--- src/swtq_pkg.sv ---
// Package for the sorted wakeup timer queue.
// Holds sizes, beat structs, status codes and the slot type shared by the cells and the top level.
// No dependencies.
package swtq_pkg;

	localparam int QUEUE_DEPTH  = 16;
	localparam int TASK_ID_BITS = 8;
	localparam int ID_W         = 8;
	localparam int TIME_W       = 64;
	// Only bits that can ever be nonzero are stored.
	localparam int TASK_W       = (TASK_ID_BITS < ID_W) ? TASK_ID_BITS : ID_W;

	localparam logic KIND_INSERT = 1'b0;
	localparam logic KIND_EXPIRE = 1'b1;

	typedef enum logic [1:0] {
		ST_INSERTED = 2'd0,
		ST_FULL     = 2'd1,
		ST_WOKEN    = 2'd2,
		ST_NONE_DUE = 2'd3
	} status_t;

	typedef enum logic [1:0] {
		OP_HOLD,
		OP_INSERT,
		OP_POP
	} cell_op_t;

	typedef enum logic {
		S_IDLE,
		S_BUSY
	} fsm_t;

	typedef struct packed {
		logic              kind;
		logic [ID_W-1:0]   task_id;
		logic [TIME_W-1:0] time_value;
	} in_beat_t;

	typedef struct packed {
		logic [ID_W-1:0] woken_id;
		status_t         status;
		logic            last;
	} out_beat_t;

	typedef struct packed {
		logic              valid;
		logic [TIME_W-1:0] wake;
		logic [TASK_W-1:0] task_id;
	} slot_t;

endpackage

--- src/sorted_wakeup_timer_queue.sv ---
// Sorted wakeup timer queue, top level.
// Depends on swtq_pkg and instantiates a chain of swtq_cell slots.

// The queue holds up to QUEUE_DEPTH sleeping tasks in a chain of cells kept in
// ascending wake-time order, the head in cell zero. An input beat is taken
// only while the controller is idle; it is registered and then worked once
// the output register can take a result. An insert is worked in one step:
// every cell compares its wake time against the new time in parallel and
// either keeps its entry, takes the new one, or takes its left neighbor's, so
// entries with an equal time stay first in, first out. An insert into a full
// queue is dropped and answered with a full status. An expire pops the head
// once per cycle while it is due and the output register can take a beat, and
// the last woken beat carries the last flag. All results leave through a
// single output register; a new input beat is taken while a finished result
// still waits there, and the controller stalls only when it needs to place a
// result and the register is still full. There is no clearing pass: the
// per-cell valid bits reset at once.
module sorted_wakeup_timer_queue
	import swtq_pkg::*;
(
	input  logic      clk,
	input  logic      arst_n,
	input  logic      in_valid,
	output logic      in_ready,
	input  in_beat_t  in_beat,
	output logic      out_valid,
	input  logic      out_ready,
	output out_beat_t out_beat
);

	fsm_t      state_q, state_d;
	in_beat_t  item_q;
	out_beat_t out_q, out_d;
	logic      out_valid_q, out_valid_d;
	cell_op_t  op;

	slot_t             slots [QUEUE_DEPTH];
	logic              les   [QUEUE_DEPTH];
	logic [TASK_W-1:0] new_task;
	logic              step;

	assign new_task = item_q.task_id[TASK_W-1:0];

	// The chain. Cell zero sees an always-due left neighbor so that it takes
	// the new entry when its own is later; the last cell sees an empty right
	// neighbor so that a pop leaves it empty.
	for (genvar i = 0; i < QUEUE_DEPTH; i++) begin : g_cell
		slot_t prev_s, next_s;
		logic  prev_le_s;

		if (i == 0) begin : g_head
			assign prev_s    = '{valid: 1'b1, wake: '0, task_id: '0};
			assign prev_le_s = 1'b1;
		end else begin : g_body
			assign prev_s    = slots[i-1];
			assign prev_le_s = les[i-1];
		end

		if (i == QUEUE_DEPTH - 1) begin : g_tail
			assign next_s = '{valid: 1'b0, wake: '0, task_id: '0};
		end else begin : g_mid
			assign next_s = slots[i+1];
		end

		swtq_cell u_cell (
			.clk       (clk),
			.arst_n    (arst_n),
			.op        (op),
			.key       (item_q.time_value),
			.new_task  (new_task),
			.prev_slot (prev_s),
			.prev_le   (prev_le_s),
			.next_slot (next_s),
			.slot      (slots[i]),
			.le        (les[i])
		);
	end

	assign in_ready  = (state_q == S_IDLE);
	assign out_valid = out_valid_q;
	assign out_beat  = out_q;

	// The held item advances only when the output register can take a beat.
	assign step = (state_q == S_BUSY) && (!out_valid_q || out_ready);

	always_comb begin
		state_d     = state_q;
		op          = OP_HOLD;
		out_d       = out_q;
		out_valid_d = out_valid_q && !out_ready;

		case (state_q)
			S_IDLE: begin
				if (in_valid) begin
					state_d = S_BUSY;
				end
			end
			S_BUSY: begin
				if (step) begin
					out_valid_d    = 1'b1;
					out_d.woken_id = '0;
					out_d.last     = 1'b1;
					if (item_q.kind == KIND_INSERT) begin
						state_d = S_IDLE;
						if (slots[QUEUE_DEPTH-1].valid) begin
							out_d.status = ST_FULL;
						end else begin
							op           = OP_INSERT;
							out_d.status = ST_INSERTED;
						end
					end else if (!les[0]) begin
						// Nothing at the head is due, including an empty queue.
						state_d      = S_IDLE;
						out_d.status = ST_NONE_DUE;
					end else begin
						// Pop the head; the run ends when the next entry is not due.
						op             = OP_POP;
						out_d.status   = ST_WOKEN;
						out_d.woken_id = ID_W'(slots[0].task_id);
						out_d.last     = !les[1];
						if (!les[1]) begin
							state_d = S_IDLE;
						end
					end
				end
			end
			default: begin
				state_d = S_IDLE;
			end
		endcase
	end

	always_ff @(posedge clk or negedge arst_n) begin
		if (!arst_n) begin
			state_q     <= S_IDLE;
			out_valid_q <= 1'b0;
		end else begin
			state_q     <= state_d;
			out_valid_q <= out_valid_d;
		end
	end

	always_ff @(posedge clk) begin
		if (in_valid && in_ready) begin
			item_q <= in_beat;
		end
		out_q <= out_d;
	end

endmodule

--- src/swtq_cell.sv ---
// One slot of the sorted queue chain.
// Depends on swtq_pkg for the slot type and the cell operation codes.
module swtq_cell
	import swtq_pkg::*;
(
	input  logic              clk,
	input  logic              arst_n,
	input  cell_op_t          op,
	input  logic [TIME_W-1:0] key,
	input  logic [TASK_W-1:0] new_task,
	input  slot_t             prev_slot,
	input  logic              prev_le,
	input  slot_t             next_slot,
	output slot_t             slot,
	output logic              le
);

	logic              valid_q;
	logic [TIME_W-1:0] wake_q;
	logic [TASK_W-1:0] task_q;
	slot_t             slot_q;
	slot_t             slot_d;

	assign slot_q = '{valid: valid_q, wake: wake_q, task_id: task_q};

	// This entry is due at, or sorts before, the broadcast key.
	assign le   = valid_q && (wake_q <= key);
	assign slot = slot_q;

	always_comb begin
		slot_d = slot_q;
		case (op)
			OP_INSERT: begin
				if (!le) begin
					if (prev_le) begin
						slot_d.valid   = 1'b1;
						slot_d.wake    = key;
						slot_d.task_id = new_task;
					end else begin
						slot_d = prev_slot;
					end
				end
			end
			OP_POP: begin
				slot_d = next_slot;
			end
			default: begin
				slot_d = slot_q;
			end
		endcase
	end

	always_ff @(posedge clk or negedge arst_n) begin
		if (!arst_n) begin
			valid_q <= 1'b0;
		end else begin
			valid_q <= slot_d.valid;
		end
	end

	always_ff @(posedge clk) begin
		wake_q <= slot_d.wake;
		task_q <= slot_d.task_id;
	end

endmodule
--- config.mk ---
export PLATFORM = sky130hd
export DESIGN_NAME = sorted_wakeup_timer_queue
export DESIGN_NICKNAME = d
export VERILOG_FILES = /design/src/swtq_pkg.sv /design/src/sorted_wakeup_timer_queue.sv /design/src/swtq_cell.sv
export SDC_FILE = /design/constraint.sdc
export NUM_CORES = 2
export LEC_CHECK = 0
export ABC_AREA = 0
export BUFFER_PORTS_ARGS = -buffer_cell sky130_fd_sc_hd__clkbuf_2
export CORE_ASPECT_RATIO = 1.2
export CORE_UTILIZATION = 36
export CTS_CLUSTER_SIZE = 12
export DETAILED_ROUTE_END_ITERATION = 10
export PLACE_DENSITY_LB_ADDON = 0.3
export SYNTH_ARGS = -nofsm -noshare
export SYNTH_HDL_FRONTEND = slang
export SYNTH_HIERARCHICAL = 1
export SYNTH_SLANG_ARGS = --single-unit
--- constraint.sdc ---
create_clock -name clk -period 7.25 [get_ports clk]
set_clock_uncertainty 0.1 [all_clocks]
set_input_delay 0.725 -clock clk [delete_from_list [all_inputs] [get_ports clk]]
set_output_delay 0.725 -clock clk [all_outputs]
set_load 0.01 [all_outputs]
==> results.toml <==
[die]
die_width_um = 453.7
rows = 198
dieArea_um2 = 246800
fp.dieH_um = 544.0
core_um2 = 243000
initial_core_util = 0.3626
io_pins = 90

[final_layout]
layout.nets = 10210
final_core_util = 0.4059
fillers = 23535
syn2layout_area_growth_pct = 11.94
drive_above_1_share = 0.06317
finalNonFillerCells = 12437

[setup_path]
critPathMaxStageDelay_ns = 0.84
start_kind = "flip-flop"
cpMaxStageDelayCell = "a211oi_2"
worstPathArrival_ns = 6.24
worst_ep_required_time_ns = 7.65
critPathKind = "reg -> reg"
cp_max_fo = 97
end_kind = "flip-flop"
cp_cell_sequence = "ha_1 -> a21oi_1 -> o21ai_0 -> a211oi_1 -> o31ai_1 -> a211oi_2 -> a21oi_2 -> nor2b_4 -> and4_2 -> nor2b_4 -> buf_4 -> buf_4 -> o21ai_0"

[grt]
grt_usage = 0.2158
antenna_found_initial = 10
grt_remaining_overflow = 0
grt_max_degree = 108
grt_pass1_wl_um = 410200
first_global_vias = 68662

[cts]
cts_setup_buffers = 0
cts_made_buffers = 154
cts_sinks = 1254
cts_hold_buf = 45
cts.clk_slew.worst_paths_ns = 0.05
worstSkewPairLatency_ns = 0.82
cts_root_buffer = "clkbuf_16"
cts_tree = "built"
post_cts_resized = 0
clockBufferDepth = 3
cts_max_level = 4

[hold_path]
hold_path_class = "in -> reg"

[power_and_ir_drop]
intPower_mw = 21.32
swShare = 0.3998
power_mw = 35.52
pwr-share-comb = 0.428
ir_drop_mv = 0.3582
seq_power_share = 0.358
clkPwrFrac = 0.214
p_per_area_nw_per_um2 = 360.1
switchingPower_mw = 14.20
power.leakage_nw = 41.29

[routing]
totalWireLength_um = 271400
vias = 67478
drc = 0
vias_per_cell = 5.426
drt-wirelength-per-cell_um = 21.82
dr.pass1.iters = 6
drtAntennaViolNets = 0
drt_first_iter_violations = 5024

[sta]
worst_pin_slew_ns = 1.526
rsz0062_at_grt = "no"
setup_violations = 0
fin_crit_sh = 0.8059
fmax_mhz = 171.2
setup_tns_ns = 0
layout_min_cycle_time_ns = 5.843
slew_headroom = -0.02578
report.final.slew_viol_count = 2
hold_violations = 0

[synth]
synthCells = 8909
synth.avg_cell_area_um2 = 9.893
netlist_area_um2 = 88130
yosys_warnings = 6

[job]
cap_viol_max_count = 1

[status]
status = "finished, violations left"
violations = "capacitance limit, slew limit"

[place]
globalplace.congestion = 0.8872
numPlacedInstances = 12108
dp.final_hpwl_um = 199000
io_buffers = 89
## registers in the layout (all words and copies together) (netlist names)
name	flops
g_cell.u_cell/task_q	128
g_cell.u_cell/valid_q	16
g_cell.u_cell/wake_q	1024
item_q	65
new_task	8
out_beat	11
out_valid	1
state_q	1
## power groups by stage
stage	registers, mW	clock network [mW]	logic, mW
CTS	12.7	7.74	15.1
global route	12.9	8.01	16.7
finish	12.7	7.59	15.2
global placement	12.8	0	14.4
detailed placement	12.8	0	15.0
floorplan	12.5	0	10.5
## routing by layer
layer / wire length, um / share of wire / vias to the layer above / GRT usage
met4: 11460 / 0.042 / 4 / 0.09108
met5: 28 / 0.00010 / - / 0
met3: 15290 / 0.056 / 478 / 0.03475
met2: 128800 / 0.47 / 1818 / 0.3658
li1: - / - / 32396 / -
met1: 115800 / 0.43 / 32782 / 0.2706
## worst max-delay path: cells and delay by family (launching register included)
family | cells | cell delay, ns
AO/OA/AOI/OAI | 7 | 2.01
buffers and inverters | 2 | 1.20
adder cells (fa/ha/maj) | 1 | 0.33
AND/OR/NAND/NOR | 3 | 1.31
flip-flops | 1 | 0.42
## layout by cell type, fill, tap and decap left out, types with 17 or more instances in the layout
master,instances
a211oi_1,61
a21boi_0,32
a21o_1,80
a21oi_1,385
a22oi_1,32
a31oi_1,17
and2_1,17
and3_1,40
buf_4,151
clkbuf_1,29
clkbuf_16,161
clkbuf_2,89
clkinv_1,40
clkinv_2,23
conb_1,147
dfrtp_1,18
dlygate4sd3_1,45
edfxtp_1,1236
ha_1,1024
inv_1,1041
mux2i_1,1168
nand2_1,1345
nand3_1,81
nand4_1,176
nor2_1,82
nor2b_1,64
nor2b_4,32
nor4_1,48
o21ai_0,1248
## metrics by stage
stage	instance area, um^2	setup slack [ns]	hold WS (ns)
finish	98650	1.407	0.04570
global route	98630	1.056	0.004939
CTS	98630	1.519	0.0009738
detailed placement	93370	1.580	0.4391
global placement	93370	1.677	0.4298
floorplan	88680	0.6108	0.3294
## layout make-up
class,count,area [um^2],share of cell area
timing repair buffer,301,2350,0.02382
sequential,1254,37570,0.3808
multi-input combinational,6357,46000,0.4663
clock inverter,82,613.1,0.006215
inverter,1041,3908,0.03961
antenna,8,20.02,0.0002029
clock buffer,194,4193,0.04250
tap,3200,4004,0.04059
## final timing paths
check | slack, ns | depth (start not counted) | end | startpoint
setup / recovery | 1.41 | 13 | g_cell[3].u_cell/wake_q[34] | g_cell[0].u_cell/wake_q[51]
hold / removal | 0.05 | 1 | item_q[14] | in_beat[14]
setup reg to reg | 1.41 | 13 | g_cell[3].u_cell/wake_q[34] | g_cell[0].u_cell/wake_q[51]
hold reg to reg | 0.46 | 2 | g_cell[14].u_cell/task_q[5] | g_cell[15].u_cell/task_q[5]
max in group asynchronous | 6.21 | 2 | g_cell[14].u_cell/valid_q | arst_n
min in group asynchronous | 0.36 | 2 | out_valid | arst_n
No activity file was read; power rests on OpenSTA's default activity.
